**src/design/tcp_cct_pkg.sv**
```systemverilog
// ----------------------------------------------------------------------------
// tcp_cct_pkg
// Shared types, codes and constants of the TCP client connection tracker.
// ----------------------------------------------------------------------------
package tcp_cct_pkg;

  localparam int unsigned OP_W     = 3;
  localparam int unsigned ADDR_W   = 32;
  localparam int unsigned NUM_W    = 32;
  localparam int unsigned FLAGS_W  = 8;
  localparam int unsigned LEN_W    = 16;
  localparam int unsigned STATUS_W = 3;
  localparam int unsigned STATE_W  = 2;
  localparam int unsigned CFG_IDX_W  = 1;
  localparam int unsigned CFG_DATA_W = 32;

  localparam logic [NUM_W-1:0] PASSIVE_SEQ_RESET = 32'd2071998;

  // configuration register indexes
  localparam logic [CFG_IDX_W-1:0] REG_LOCAL_IP    = 1'b0;
  localparam logic [CFG_IDX_W-1:0] REG_PASSIVE_SEQ = 1'b1;

  // TCP flag bytes, matched exactly
  localparam logic [FLAGS_W-1:0] FLAG_FIN     = 8'h01;
  localparam logic [FLAGS_W-1:0] FLAG_SYN     = 8'h02;
  localparam logic [FLAGS_W-1:0] FLAG_ACK     = 8'h10;
  localparam logic [FLAGS_W-1:0] FLAG_SYN_ACK = 8'h12;
  localparam logic [FLAGS_W-1:0] FLAG_FIN_ACK = 8'h11;
  localparam logic [FLAGS_W-1:0] FLAG_PSH_ACK = 8'h18;
  localparam logic [FLAGS_W-1:0] FLAG_NONE    = 8'h00;

  typedef enum logic [OP_W-1:0] {
    OP_SEGMENT    = 3'd0,
    OP_CONNECT    = 3'd1,
    OP_SEND       = 3'd2,
    OP_DISCONNECT = 3'd3,
    OP_TIMEOUT    = 3'd4
  } op_t;

  typedef enum logic [STATUS_W-1:0] {
    STS_OK        = 3'd0,
    STS_ALREADY   = 3'd1,
    STS_NOT_CONN  = 3'd2,
    STS_IGNORED   = 3'd3,
    STS_CONNECTED = 3'd4,
    STS_CLOSED    = 3'd5,
    STS_SEND_FAIL = 3'd6
  } status_t;

  typedef enum logic [3:0] {
    ST_IDLE      = 4'b0001,
    ST_SYN_SENT  = 4'b0010,
    ST_CONNECTED = 4'b0100,
    ST_AWAIT_ACK = 4'b1000
  } conn_state_t;

  typedef struct packed {
    logic [OP_W-1:0]    op;
    logic [ADDR_W-1:0]  seg_dest_ip;
    logic [FLAGS_W-1:0] seg_flags;
    logic [NUM_W-1:0]   seg_seq;
    logic [NUM_W-1:0]   seg_ack;
    logic [LEN_W-1:0]   seg_payload_len;
    logic [NUM_W-1:0]   start_seq;
    logic [LEN_W-1:0]   send_len;
  } item_t;

  // one decided item: its reply (one or a pair) and the state update
  typedef struct packed {
    logic               emit;
    logic [FLAGS_W-1:0] flags;
    logic [NUM_W-1:0]   seq;
    logic [NUM_W-1:0]   ack;
    logic [LEN_W-1:0]   len;
    status_t            status;
    logic               pair;      // ACK first, then the stored flags
    conn_state_t        state_next;
    logic [NUM_W-1:0]   seq_next;
    logic [NUM_W-1:0]   ack_next;
  } decision_t;

  function automatic logic [STATE_W-1:0] encode_state(conn_state_t s);
    logic [STATE_W-1:0] code;
    case (s)
      ST_IDLE:      code = 2'd0;
      ST_SYN_SENT:  code = 2'd1;
      ST_CONNECTED: code = 2'd2;
      ST_AWAIT_ACK: code = 2'd3;
      default:      code = 2'd0;
    endcase
    return code;
  endfunction

endpackage

```
**src/design/tcp_cct_engine.sv**
```systemverilog
// ----------------------------------------------------------------------------
// tcp_cct_engine
// Decides the reply, status and state update for one registered item.
// ----------------------------------------------------------------------------
module tcp_cct_engine (
  input  tcp_cct_pkg::item_t             item,
  input  tcp_cct_pkg::conn_state_t       conn_state,
  input  logic [tcp_cct_pkg::NUM_W-1:0]  our_seq,
  input  logic [tcp_cct_pkg::NUM_W-1:0]  our_ack,
  input  logic [tcp_cct_pkg::ADDR_W-1:0] local_ip,
  input  logic [tcp_cct_pkg::NUM_W-1:0]  passive_seq,
  output tcp_cct_pkg::decision_t         dec
);
  import tcp_cct_pkg::*;

  logic [NUM_W-1:0] our_seq_inc;
  logic [NUM_W-1:0] seg_seq_inc;
  logic [NUM_W-1:0] seg_seq_end;

  assign our_seq_inc = our_seq + 32'd1;
  assign seg_seq_inc = item.seg_seq + 32'd1;
  assign seg_seq_end = item.seg_seq + {{(NUM_W-LEN_W){1'b0}}, item.seg_payload_len};

  always_comb begin
    dec            = '0;
    dec.flags      = FLAG_NONE;
    dec.status     = STS_IGNORED;
    dec.state_next = conn_state;
    dec.seq_next   = our_seq;
    dec.ack_next   = our_ack;

    case (op_t'(item.op))
      OP_SEGMENT: begin
        if (item.seg_dest_ip == local_ip) begin
          case (item.seg_flags)
            FLAG_SYN_ACK: begin
              if ((conn_state == ST_SYN_SENT || conn_state == ST_CONNECTED) &&
                  item.seg_ack == our_seq_inc) begin
                dec.seq_next   = our_seq_inc;
                dec.ack_next   = seg_seq_inc;
                dec.state_next = ST_CONNECTED;
                dec.emit       = 1'b1;
                dec.flags      = FLAG_ACK;
                dec.seq        = item.seg_ack;
                dec.ack        = seg_seq_inc;
                dec.status     = STS_CONNECTED;
              end
            end
            FLAG_SYN: begin
              // passive open: answer without touching our state
              dec.emit   = 1'b1;
              dec.flags  = FLAG_SYN_ACK;
              dec.seq    = passive_seq;
              dec.ack    = seg_seq_inc;
              dec.status = STS_OK;
            end
            FLAG_ACK: begin
              if (conn_state == ST_AWAIT_ACK) begin
                dec.seq_next   = item.seg_ack;
                dec.ack_next   = item.seg_seq;
                dec.state_next = ST_CONNECTED;
                dec.status     = STS_OK;
              end
            end
            FLAG_FIN_ACK: begin
              dec.emit   = 1'b1;
              dec.pair   = 1'b1;
              dec.flags  = FLAG_FIN_ACK;
              dec.seq    = item.seg_ack;
              dec.ack    = seg_seq_inc;
              dec.status = STS_OK;
              if (item.seg_ack == our_seq || item.seg_ack == our_seq_inc) begin
                dec.state_next = ST_IDLE;
                dec.status     = STS_CLOSED;
              end
            end
            FLAG_PSH_ACK: begin
              if (conn_state == ST_CONNECTED && item.seg_seq == our_ack) begin
                dec.seq_next = item.seg_ack;
                dec.ack_next = seg_seq_end;
                dec.emit     = 1'b1;
                dec.flags    = FLAG_PSH_ACK;
                dec.seq      = item.seg_ack;
                dec.ack      = seg_seq_end;
                dec.status   = STS_OK;
              end
            end
            default: begin
            end
          endcase
        end
      end
      OP_CONNECT: begin
        if (conn_state == ST_CONNECTED) begin
          dec.status = STS_ALREADY;
        end else begin
          dec.seq_next   = item.start_seq;
          dec.state_next = ST_SYN_SENT;
          dec.emit       = 1'b1;
          dec.flags      = FLAG_SYN;
          dec.seq        = item.start_seq;
          dec.status     = STS_OK;
        end
      end
      OP_SEND: begin
        if (conn_state != ST_CONNECTED) begin
          dec.status = STS_NOT_CONN;
        end else begin
          dec.state_next = ST_AWAIT_ACK;
          dec.emit       = 1'b1;
          dec.flags      = FLAG_PSH_ACK;
          dec.seq        = our_seq;
          dec.ack        = our_ack;
          dec.len        = item.send_len;
          dec.status     = STS_OK;
        end
      end
      OP_DISCONNECT: begin
        if (conn_state == ST_CONNECTED) begin
          dec.emit   = 1'b1;
          dec.flags  = FLAG_FIN_ACK;
          dec.seq    = our_seq;
          dec.ack    = our_ack;
          dec.status = STS_OK;
        end else begin
          dec.status = STS_NOT_CONN;
        end
      end
      OP_TIMEOUT: begin
        if (conn_state == ST_AWAIT_ACK) begin
          dec.state_next = ST_CONNECTED;
          dec.status     = STS_SEND_FAIL;
        end else if (conn_state == ST_SYN_SENT) begin
          dec.state_next = ST_IDLE;
          dec.status     = STS_NOT_CONN;
        end
      end
      default: begin
      end
    endcase
  end

endmodule

```
**src/design/tcp_client_connection_tracker.sv**
```systemverilog
// ----------------------------------------------------------------------------
// tcp_client_connection_tracker
// Single-connection TCP client tracker: commands and received headers in,
// reply headers and status out.
// ----------------------------------------------------------------------------
// Usage:
//   Input channel (in_valid / in_stall) carries one command or one received
//   segment header per transfer. Output channel (out_valid / out_stall)
//   carries result items; last marks the final result of an input item.
//   An item is registered on input, decided against the connection state
//   once the result register can take it, and its result is registered in
//   the result register, from which it transfers when out_stall is low.
//   Throughput is one item per cycle while out_stall stays low and no pair
//   is showing. A FIN-ACK segment gives two results (ACK then FIN-ACK) from
//   one output register; the next item waits until the second is taken.
//   When out_stall is high the result register holds; the item already in
//   the input register waits and in_stall rises, so at most one item sits
//   behind a stalled result.
//   Reset (rst, synchronous) empties both registers, sets the state to idle,
//   sequence and ack numbers to zero, local_ip to zero and the passive
//   initial sequence number to its default.
//   Configuration writes (cfg_we, cfg_index, cfg_data) take effect at the
//   next edge and are expected only while the block is idle.
// ----------------------------------------------------------------------------
module tcp_client_connection_tracker (
  input  logic                               clk,
  input  logic                               rst,
  input  logic                               cfg_we,
  input  logic [tcp_cct_pkg::CFG_IDX_W-1:0]  cfg_index,
  input  logic [tcp_cct_pkg::CFG_DATA_W-1:0] cfg_data,
  input  logic                               in_valid,
  output logic                               in_stall,
  input  logic [tcp_cct_pkg::OP_W-1:0]       op,
  input  logic [tcp_cct_pkg::ADDR_W-1:0]     seg_dest_ip,
  input  logic [tcp_cct_pkg::FLAGS_W-1:0]    seg_flags,
  input  logic [tcp_cct_pkg::NUM_W-1:0]      seg_seq,
  input  logic [tcp_cct_pkg::NUM_W-1:0]      seg_ack,
  input  logic [tcp_cct_pkg::LEN_W-1:0]      seg_payload_len,
  input  logic [tcp_cct_pkg::NUM_W-1:0]      start_seq,
  input  logic [tcp_cct_pkg::LEN_W-1:0]      send_len,
  output logic                               out_valid,
  input  logic                               out_stall,
  output logic                               emit_segment,
  output logic [tcp_cct_pkg::FLAGS_W-1:0]    out_flags,
  output logic [tcp_cct_pkg::NUM_W-1:0]      out_seq,
  output logic [tcp_cct_pkg::NUM_W-1:0]      out_ack,
  output logic [tcp_cct_pkg::LEN_W-1:0]      out_len,
  output logic [tcp_cct_pkg::STATUS_W-1:0]   status,
  output logic [tcp_cct_pkg::STATE_W-1:0]    conn_state_out,
  output logic                               last
);
  import tcp_cct_pkg::*;

  // configuration
  logic [ADDR_W-1:0] local_ip;
  logic [NUM_W-1:0]  passive_seq;

  // connection state
  conn_state_t       conn_state;
  logic [NUM_W-1:0]  our_seq;
  logic [NUM_W-1:0]  our_ack;

  // input register
  logic              in_q_valid;
  item_t             in_q;

  // result register
  decision_t         res_q;
  logic              phase;     // second result of a pair is showing

  decision_t         dec;
  logic              out_take;
  logic              out_done;
  logic              fire;

  tcp_cct_engine u_engine (
    .item        (in_q),
    .conn_state  (conn_state),
    .our_seq     (our_seq),
    .our_ack     (our_ack),
    .local_ip    (local_ip),
    .passive_seq (passive_seq),
    .dec         (dec)
  );

  assign out_take = out_valid && !out_stall;
  assign out_done = out_take && (!res_q.pair || phase);
  assign fire     = in_q_valid && (!out_valid || out_done);
  assign in_stall = in_q_valid && !fire;

  always_ff @(posedge clk) begin
    if (rst) begin
      local_ip    <= '0;
      passive_seq <= PASSIVE_SEQ_RESET;
    end else if (cfg_we) begin
      case (cfg_index)
        REG_LOCAL_IP:    local_ip    <= cfg_data;
        REG_PASSIVE_SEQ: passive_seq <= cfg_data;
        default: begin
        end
      endcase
    end
  end

  always_ff @(posedge clk) begin
    if (rst) begin
      in_q_valid <= 1'b0;
    end else if (in_valid && !in_stall) begin
      in_q_valid <= 1'b1;
    end else if (fire) begin
      in_q_valid <= 1'b0;
    end
  end

  always_ff @(posedge clk) begin
    if (in_valid && !in_stall) begin
      in_q.op              <= op;
      in_q.seg_dest_ip     <= seg_dest_ip;
      in_q.seg_flags       <= seg_flags;
      in_q.seg_seq         <= seg_seq;
      in_q.seg_ack         <= seg_ack;
      in_q.seg_payload_len <= seg_payload_len;
      in_q.start_seq       <= start_seq;
      in_q.send_len        <= send_len;
    end
  end

  always_ff @(posedge clk) begin
    if (rst) begin
      conn_state <= ST_IDLE;
      our_seq    <= '0;
      our_ack    <= '0;
      out_valid  <= 1'b0;
      phase      <= 1'b0;
    end else begin
      if (fire) begin
        conn_state <= dec.state_next;
        our_seq    <= dec.seq_next;
        our_ack    <= dec.ack_next;
        out_valid  <= 1'b1;
        phase      <= 1'b0;
      end else if (out_done) begin
        out_valid  <= 1'b0;
        phase      <= 1'b0;
      end else if (out_take) begin
        phase      <= 1'b1;
      end
    end
  end

  always_ff @(posedge clk) begin
    if (fire) begin
      res_q <= dec;
    end
  end

  // a pair shows a bare ACK first, then the stored FIN-ACK
  assign emit_segment   = res_q.emit;
  assign out_flags      = (res_q.pair && !phase) ? FLAG_ACK : res_q.flags;
  assign out_seq        = res_q.seq;
  assign out_ack        = res_q.ack;
  assign out_len        = res_q.len;
  assign status         = res_q.status;
  assign conn_state_out = encode_state(res_q.state_next);
  assign last           = !res_q.pair || phase;

endmodule

```
**config.mk**
```make
export PLATFORM = sky130hd
export DESIGN_NAME = tcp_client_connection_tracker
export DESIGN_NICKNAME = d
export VERILOG_FILES = /design/src/design/tcp_cct_pkg.sv /design/src/design/tcp_cct_engine.sv /design/src/design/tcp_client_connection_tracker.sv
export SDC_FILE = /design/constraint.sdc
export NUM_CORES = 1
export LEC_CHECK = 0
export BUFFER_PORTS_ARGS = -buffer_cell sky130_fd_sc_hd__buf_2
export CAP_MARGIN = 15
export CORE_MARGIN = 3
export CORE_UTILIZATION = 40
export CTS_BUF_LIST = sky130_fd_sc_hd__clkbuf_8
export CTS_CLUSTER_DIAMETER = 60
export DETAILED_ROUTE_END_ITERATION = 7
export HOLD_SLACK_MARGIN = 0.12
export PLACE_DENSITY = 0.62
export SYNTH_ARGS = -nofsm -noshare
export SYNTH_HDL_FRONTEND = slang
export SYNTH_HIERARCHICAL = 1
export SYNTH_SLANG_ARGS = --single-unit
```
**constraint.sdc**
```tcl
create_clock -name clk -period 6.5 [get_ports clk]
set_clock_uncertainty 0.05 [all_clocks]
set_input_delay 0.65 -clock clk [delete_from_list [all_inputs] [get_ports clk]]
set_output_delay 0.65 -clock clk [all_outputs]
set_load 0.02 [all_outputs]
```
* Yosys cells after proc, flatten, opt, wreduce, memory -nomap -nowiden *
Index checks and enable logic that the tools add are counted.
Widths: inputs -> output; s select.

word-level totals
  memories kept = 0
  latch bits = 0
  bits in registers = 403
  memory bits (writable) = 0
  bits in read-only memories = 0
  output and inout bits = 97
  input port bits = 209

operators by class
  divide/modulo/power cells = 0
  equal/unequal tests = 29
  bitwise operators = 2
  $mul = 0
  $lt $le $gt $ge = 0
  reductions and logical operators = 30
  add/subtract/negate cells = 3
  shift-type cells = 0
  multiplexer cells = 40

operators by type and width
  operator               count
  $mux 73                4
  $pmux 73 s4            1
  $pmux 64 s3            1
  $pmux 41 s4            1
  $mux 68                2
  $eq 32x32->1           4
  $pmux 32 s3            1
  $mux 89                1
  $mux 72                1
  $add 32x1->32 const B  2
  $mux 64                1
  $pmux 32 s2            1
  $mux 41                1
  $mux 36                1
  $add 32x16->32         1
  $eq 8x5->1 const B     4
  $pmux 3 s5             2
  $mux 4                 4
  $pmux 4 s4             1
  $pmux 4 s3             1
  $mux 3                 3
  $ne 3x2->1 const B     3
  $eq 4x2->1 const B     2
  $eq 4x3->1 const B     2
  other kinds (25)       59

* Depth between registers and ports, before layout *
Gate-level depths: netlist of the first run.

  depth after elaboration = 10
  depth in mapped cells = 17

* Hierarchy *
Netlist of the first run, hierarchy kept.

by module, submodules not included
  module                         area an instance (sq um)  times used  cells an instance  sequential area each (sq um)
  tcp_client_connection_tracker  14,147.3                  1           958                10,750.3
  tcp_cct_engine                 8,953.6                   1           1,464              0.0

* Worst setup path after synthesis of the first run *
OpenSTA, ideal clock, no wires.

  path kind = in2reg
  from = input port out_stall
  to = register in_q[0] (netlist name) (enable)
  required time = 5.898 ns
  arrival = 4.826 ns
  setup slack = 1.072 ns
  cell stages on the path = 2
  library setup time = 0.552 ns
  path through = o211ai_1 > and2_1

between the ends
  cells in the longest elaborated chain, start to end = 9

ends and longest elaborated chain
  element            RTL line                              RTL
  start, declared    tcp_client_connection_tracker.sv:42   input logic out_stall,
  $logic_not 1->1    tcp_client_connection_tracker.sv:86   assign out_take = out_valid && !out_stall;
  $logic_and 1x1->1  tcp_client_connection_tracker.sv:86
  $logic_and 1x1->1  tcp_client_connection_tracker.sv:87   assign out_done = out_take && (!res_q.pair || phase);
  $logic_or 1x1->1   tcp_client_connection_tracker.sv:88   assign fire = in_q_valid && (!out_valid || out_done);
  $logic_and 1x1->1  tcp_client_connection_tracker.sv:88
  $logic_not 1->1    tcp_client_connection_tracker.sv:89   assign in_stall = in_q_valid && !fire;
  $logic_and 1x1->1  tcp_client_connection_tracker.sv:89
  $logic_not 1->1    tcp_client_connection_tracker.sv:116  if (in_valid && !in_stall) begin
  $logic_and 1x1->1  tcp_client_connection_tracker.sv:116
  end, declared      tcp_client_connection_tracker.sv:65   item_t in_q;

No other way between the ends.
A chain may end at the register's enable or synchronous reset.

==> impl_metrics.env, run 1 <==
export IMPL_synth_edf_count=268
export IMPL_synth_area_um2=23100
export IMPL_die_x_um=246
export IMPL_cts_htree_levels=3
export IMPL_synthXorXnorAreaFrac=0.0622
export IMPL_yosysTopAreaCellShare=0.348
export IMPL_clk_path_buf_depth=3
export IMPL_crit_chain="ha_1 -> and2_1 -> nand3_1 -> or4_1 -> xor2_1 -> o2111a_1 -> o2111a_1 -> nand4_2 -> buf_4 -> nor2_2 -> buf_4 -> a221oi_1 -> o22ai_1 -> nand2b_1 -> mux2i_1"
export IMPL_seq_area_frac_synth=0.465
export IMPL_cts_buffers=75
export IMPL_slew_headroom=0.191
export IMPL_clock_sinks=403
export IMPL_place_hpwl_mm=57.6
export IMPL_path_max_fanout=19
export IMPL_synth_distinct_cells=90
export IMPL_first_global_vias=20400
export IMPL_ys_ff_latch=403
export IMPL_rsz0062_at_grt="false"
export IMPL_min_period_ps=5210
export IMPL_drive_gt1_frac=0.174
export IMPL_ys_flop_type="edfxtp_1"
export IMPL_synth_cells=2422
export IMPL_layout_nets=2967
export IMPL_synth_compound_area_frac=0.154
export IMPL_fillers=5279
export IMPL_drt_pre_antenna_iters=6
export IMPL_num_vias=20600
export IMPL_antenna_left=0
export IMPL_synthAdderAreaFrac=0.0106
export IMPL_holdWs_ps=171
export IMPL_maxCapViolations=0
export IMPL_tns_ps=0
export IMPL_async_reset_ff_frac=0
export IMPL_area_growth_pct=19.7
export IMPL_critical_path_max_stage_delay_ps=640
export IMPL_required_ps=7010
export IMPL_grtUsageMet3=0.0452
export IMPL_p_per_area_nw_per_um2=220
export IMPL_wl_mm=84.4
export IMPL_final_util=0.488
export IMPL_dieArea_um2=60700
export IMPL_worst_slew_pin_slew_ps=1210
export IMPL_yosysWarningCount=6
export IMPL_cts_repair_resized=0
export IMPL_cp_slowest_cell="or4_1"
export IMPL_use_met1=0.343
export IMPL_synth_top_family_by_area="simple AND/OR/NAND/NOR gates"
export IMPL_hold_viol_final=0
export IMPL_viasPerCell=5.77
export IMPL_die_y_um=246
export IMPL_drt_iter0_drc=2130
export IMPL_grtUsageMet2=0.446
export IMPL_ios=306
export IMPL_critPathKind="reg2reg"
export IMPL_gr_max_usage_layer="met2"
export IMPL_grt_pass1_wl_mm=124
export IMPL_status="finished clean"
export IMPL_p_leak_nw=10.3
export IMPL_muxShareOfSynthArea=0.0352
export IMPL_drc_errors=0
export IMPL_synthSimpleGateAreaFrac=0.203
export IMPL_hp_class="in2reg"
export IMPL_cts_tree="yes"
export IMPL_period_share=0.801
export IMPL_yosys_area_top_type="edfxtp_1"
export IMPL_port_buffers=305
export IMPL_grt_max_degree=152
export IMPL_finalSetupViolCount=0
export IMPL_startpoint_type="flop"
export IMPL_track_usage=0.269
export IMPL_fmax_ghz=0.192
export IMPL_end_kind="flop"
export IMPL_antenna_found_initial=2
export IMPL_vdd_ir_drop_max_uv=194
export IMPL_maxSlewViolCount=0
export IMPL_num_rows=87
export IMPL_synthTopCellsByArea="edfxtp_1 35%, dfxtp_1 12%, nand2_1 6.5%"
export IMPL_cp_data_arrival_time_ps=5710
export IMPL_gp_congestion=0.933
export IMPL_fp_coreArea_um2=56700
export IMPL_syn_mean_instance_area_um2=9.54
export IMPL_clockRootBuffer="clkbuf_8"
export IMPL_clk_pin_slew_worst_paths_ps=50
export IMPL_worstSkewPairLatency_ps=680
export IMPL_wl_per_cell_um=23.7
export IMPL_initial_core_util=0.407
export IMPL_gr_total_overflow=0
[Yosys cell counts, drive strengths merged (7+ instances only)]
cell	instances
ha	18
a31oi	15
o21ai	88
a21oi	108
o211ai	25
a21o	13
a22o	26
a32oi	7
nand2	397
o22ai	22
nor3	38
nand4	34
xor2	75
a211oi	10
o21bai	7
or2	14
mux2i	80
o221ai	22
or4	9
o31ai	10
buf	146
clkbuf	126
a221o	7
nand2b	144
nand3	68
a221oi	30
nor2b	7
nor4	27
xnor2	89
a22oi	21
or3	10
and3	25
and2	38
inv	36
and4	9
a222oi	33
edfxtp	268
nand3b	18
dfxtp	135
nor2	92
[path summary, 6_finish.rpt]
| path | startpoint | endpoint | slack, ps | cells after the start |
|---|---|---|---|---|
| worst min register to register | passive_seq[23] | passive_seq[23] | 410 | 2 |
| worst max-delay path | our_seq[1] | our_seq[23] | 1290 | 15 |
| worst min-delay path | seg_seq[26] | in_q[122] | 170 | 1 |
| worst max register to register | our_seq[1] | our_seq[23] | 1290 | 15 |
[power by group]
group	switching (mW)	total [mW]	internal (mW)
registers	0.130	3.01	2.88
logic	0.403	0.713	0.310
clock network	1.14	2.37	1.23
[metrics by stage]
stage	std cells	power, mW	setup slack (ps)	cell area [um2]
6_report	3561	6.09	1290	27700
5_1_grt	3560	6.33	1040	27700
4_1_cts	3557	6.14	1370	27600
3_5_place_dp	3250	3.68	1420	24500
3_3_place_gp	3248	3.67	1600	24500
2_1_floorplan	2425	3.45	1070	23100
[layout make-up]
| cell class | instances | area (um2) | share of cell area |
|---|---|---|---|
| inverters | 36 | 135 | 0.00489 |
| flip-flops and latches | 403 | 10800 | 0.389 |
| repair buffers | 509 | 3540 | 0.128 |
| clock inverters | 60 | 337 | 0.0122 |
| diodes | 3 | 7.51 | 0.000271 |
| multi-input cells | 1714 | 10800 | 0.392 |
| clock buffers | 80 | 1100 | 0.0398 |
| well taps | 756 | 946 | 0.0342 |
[layout by cell type (no fill, tap or decap), types with 21 or more instances in the layout]
cell           instances
nand2_1              397
buf_2                304
edfxtp_1             268
dlygate4sd3_1        167
nand2b_1             144
dfxtp_1              135
a21oi_1              108
xnor2_1               89
nor2_1                87
mux2i_1               80
clkbuf_8              80
o21ai_0               75
xor2_1                75
nand3_1               67
inv_1                 57
nor3_1                36
and2_1                36
buf_4                 34
a222oi_1              33
nand4_1               31
a221oi_1              30
a22o_1                26
o211ai_1              25
and3_1                25
nor4_1                24
o22ai_1               22
o221ai_1              22
a22oi_1               21
[critical path: cells and delay by family, from the launching register on]
family | cells | cell delay [ps]
DFF | 1 | 530
and+or+nand+nor | 6 | 2110
xor gates and xnor gates | 1 | 300
buffers and inverters | 2 | 720
AOI/OAI and AO/OA | 4 | 860
adders and majority gates | 1 | 360
muxes | 1 | 140
[what timing repair did]
action / 4_1_cts / 5_1_grt
hold buffers: 167 / 0
hold endpoints to repair: 167 / 0
setup buffers: 0 / 0
[metal layers]
layer | part of all wire | vias up
met5 | 0 | -
met4 | 0.046 | 0
met3 | 0.072 | 231
met2 | 0.47 | 1048
met1 | 0.41 | 9915
li1 | - | 9368
[cells by family after synthesis]
| group | after synthesis |
|---|---|
| compound gates | 504 |
| fa+ha+maj | 19 |
| buf+inv | 308 |
| mux | 81 |
| xor+xnor | 164 |
| flops | 403 |
| other cells | 1 |
| simple gates | 942 |
[registers in the layout, indices dropped and copies added, names as in the netlist, 3 cells and up]
signal	count
out_seq	32
our_ack	32
local_ip	32
conn_state	4
res_q	13
status	3
passive_seq	32
out_ack	32
our_seq	32
out_len	16
in_q	171
No activity file was read; power rests on OpenSTA's default activity.
==> inputs of run 2 (changes only) <==
PLACE_DENSITY = 0.64   (was 0.62)
clock period = 4.5 ns   (was 6.5 ns; I/O delays follow)
==> run 2 against run 1 <==
Non-clock buffer count grew 119. Setup slack lost 1000 ps. Critical path depth shrank 1. Flip-flop and latch count is the same. Global-route usage grew 0.15 points. First-iteration DRC count grew 25%. Sequential power grew 44%. Die area is the same. Clock power grew 51%. Register-to-register slack lost 1000 ps. Count of clock-buffer cells in the layout is the same. Critical path type unchanged. Critical endpoint is now our_seq[26]. Highest routed layer unchanged.
==> impl_metrics.env, run 2 (synthesis results as in run 1) <==
export IMPL_status="finished clean"
export IMPL_dieArea_um2=60700
export IMPL_ios=306
export IMPL_path_common_cell="buf_4"
export IMPL_die_x_um=246
export IMPL_num_vias=21300
export IMPL_top_layer_used="met4"
export IMPL_viasPerCell=5.78
export IMPL_worstSkewPairLatency_ps=690
export IMPL_drc_errors=0
export IMPL_p_per_area_nw_per_um2=313
export IMPL_drt_pre_antenna_iters=7
export IMPL_cts_buffers=73
export IMPL_pre_cts_ws_ps=288
export IMPL_min_period_ps=4250
export IMPL_hp_class="in2reg"
export IMPL_power_switching_mw=2.49
export IMPL_first_global_vias=20600
export IMPL_swShare=0.277
export IMPL_gr_total_overflow=0
export IMPL_crit_chain="nand3_2 -> or4_4 -> or4_1 -> xor2_1 -> nand4_1 -> nor4_4 -> nand4_2 -> buf_4 -> nor2_1 -> buf_4 -> a22oi_1 -> o211ai_1 -> nand2b_1 -> mux2i_1"
export IMPL_startpoint="our_seq[9]"
export IMPL_hold_viol_final=0
export IMPL_required_ps=5050
export IMPL_critPathKind="reg2reg"
export IMPL_r2r_start="our_seq[9]"
export IMPL_p_leak_nw=10.9
export IMPL_cts_htree_levels=3
export IMPL_crit_end="our_seq[26]"
export IMPL_fp_coreArea_um2=56700
export IMPL_vdd_ir_drop_max_uv=339
export IMPL_fmax_ghz=0.236
export IMPL_wl_mm=84.3
export IMPL_path_max_fanout=9
export IMPL_cts_tree="yes"
export IMPL_maxCapViolations=0
export IMPL_critical_path_max_stage_delay_ps=540
export IMPL_timing_rr_end="our_seq[26]"
export IMPL_tns_ps=0
export IMPL_top_register="in_q"
export IMPL_num_rows=87
export IMPL_power_frac_clock=0.398
export IMPL_route_met3_wl_mm=7.13
export IMPL_antenna_found_initial=1
export IMPL_layout_nets=3084
export IMPL_worst_slew_pin_slew_ps=1150
export IMPL_cp_data_arrival_time_ps=4790
export IMPL_clockRootBuffer="clkbuf_8"
export IMPL_wl_per_cell_um=22.9
export IMPL_reg2reg_slack_ps=250
export IMPL_cp_slowest_cell="or4_4"
export IMPL_route_met2_wl_mm=38.5
export IMPL_track_usage=0.271
export IMPL_worst_slack_ps=254
export IMPL_clk_pin_slew_worst_paths_ps=70
export IMPL_area_growth_pct=24.5
export IMPL_finalSetupViolCount=0
export IMPL_period_share=0.943
export IMPL_final_cell_mix="397 x nand2_1, 304 x buf_2, 268 x edfxtp_1"
export IMPL_rsz0062_at_grt="false"
export IMPL_slew_headroom=0.228
export IMPL_startpoint_type="flop"
export IMPL_drt_iter0_drc=2663
export IMPL_final_common_cell="nand2_1"
export IMPL_grt_max_degree=172
export IMPL_antenna_left=0
export IMPL_initial_core_util=0.407
export IMPL_clock_sinks=403
export IMPL_clk_path_buf_depth=3
export IMPL_end_kind="flop"
export IMPL_drive_gt1_frac=0.198
export IMPL_place_hpwl_mm=57.5
export IMPL_port_buffers=305
export IMPL_cts_setup_buffers=0
export IMPL_maxSlewViolCount=0
export IMPL_total_power_mw=8.99
export IMPL_largest_reg_flops=171
export IMPL_p_seq_frac=0.481
export IMPL_grt_pass1_wl_mm=126
export IMPL_internal_power_mw=6.51
export IMPL_reg2regPathDepth=14
export IMPL_wl_met1_mm=35.5
export IMPL_die_y_um=246
export IMPL_combPwrFrac=0.122
export IMPL_gp_congestion=0.957
## run 2: cell types whose count changed in the layout (fill, tap and decap cells not counted), sizes merged
cell,change
dlygate4sd3,+38
bufinv,+1
clkinv,-3
buf,+81
inv,-5
clkinvlp,+3
diode,-1
## run 2: stage by stage
stage | utilization | cells | hold WS, ps | area (um2)
after floorplan | - | 2425 | 386 | 23100
after global placement | 0.443 | 3330 | 400 | 25100
after detailed placement | 0.443 | 3330 | 411 | 25100
after CTS | 0.506 | 3671 | 237 | 28700
after global routing | 0.507 | 3674 | 316 | 28700
final | 0.507 | 3675 | 299 | 28800
## run 2: layer usage
| layer | global-route usage | vias to the layer above |
|---|---|---|
| met2 | 0.427 | 1137 |
| met5 | 0 | - |
| met4 | 0.111 | 0 |
| met3 | 0.0468 | 186 |
| li1 | - | 9597 |
| met1 | 0.368 | 10300 |
## run 2: power groups by stage
stage	combinational [mW]	sequential (mW)	clock (mW)
2_1_floorplan	0.670	4.31	0
3_3_place_gp	0.909	4.39	0
3_5_place_dp	0.925	4.39	0
4_1_cts	1.07	4.32	3.66
5_1_grt	1.17	4.34	3.84
6_report	1.09	4.32	3.58
## run 2: worst min-delay path by stage
stage	from	endpoint	slack [ps]	cells past startpoint
5_1_grt	cfg_we	local_ip[0]	320	4
4_1_cts	cfg_index	local_ip[24]	240	5
2_1_floorplan	passive_seq[0]	passive_seq[0]	390	2
3_5_place_dp	passive_seq[21]	passive_seq[21]	410	2
3_3_place_gp	passive_seq[21]	passive_seq[21]	400	2
6_report	cfg_we	local_ip[6]	300	4
## run 2: area by class of cell
class                   instances  area (um2)
inverters                      36         135
well taps                     756         946
clock inverters                56         410
fillers                      5116       28000
clock buffers                  80        1100
flip-flops and latches        403       10800
multi-input cells            1714       10800
repair buffers                628        4580
diodes                          2        5.00
## run 2: worst max-delay path, delay by kind of cell, from the launching register on
kind	cells	cell delay, ps
buffers and inverters	2	510
xor gates and xnor gates	1	280
and+or+nand+nor	8	2330
AOI/OAI and AO/OA	2	310
muxes	1	130
DFF	1	530
## run 2: what timing repair did
action,in CTS,in global routing
setup endpoints to repair,0,10
endpoints found under the hold margin,237,0
hold buffers,205,0
gates resized for setup,0,3
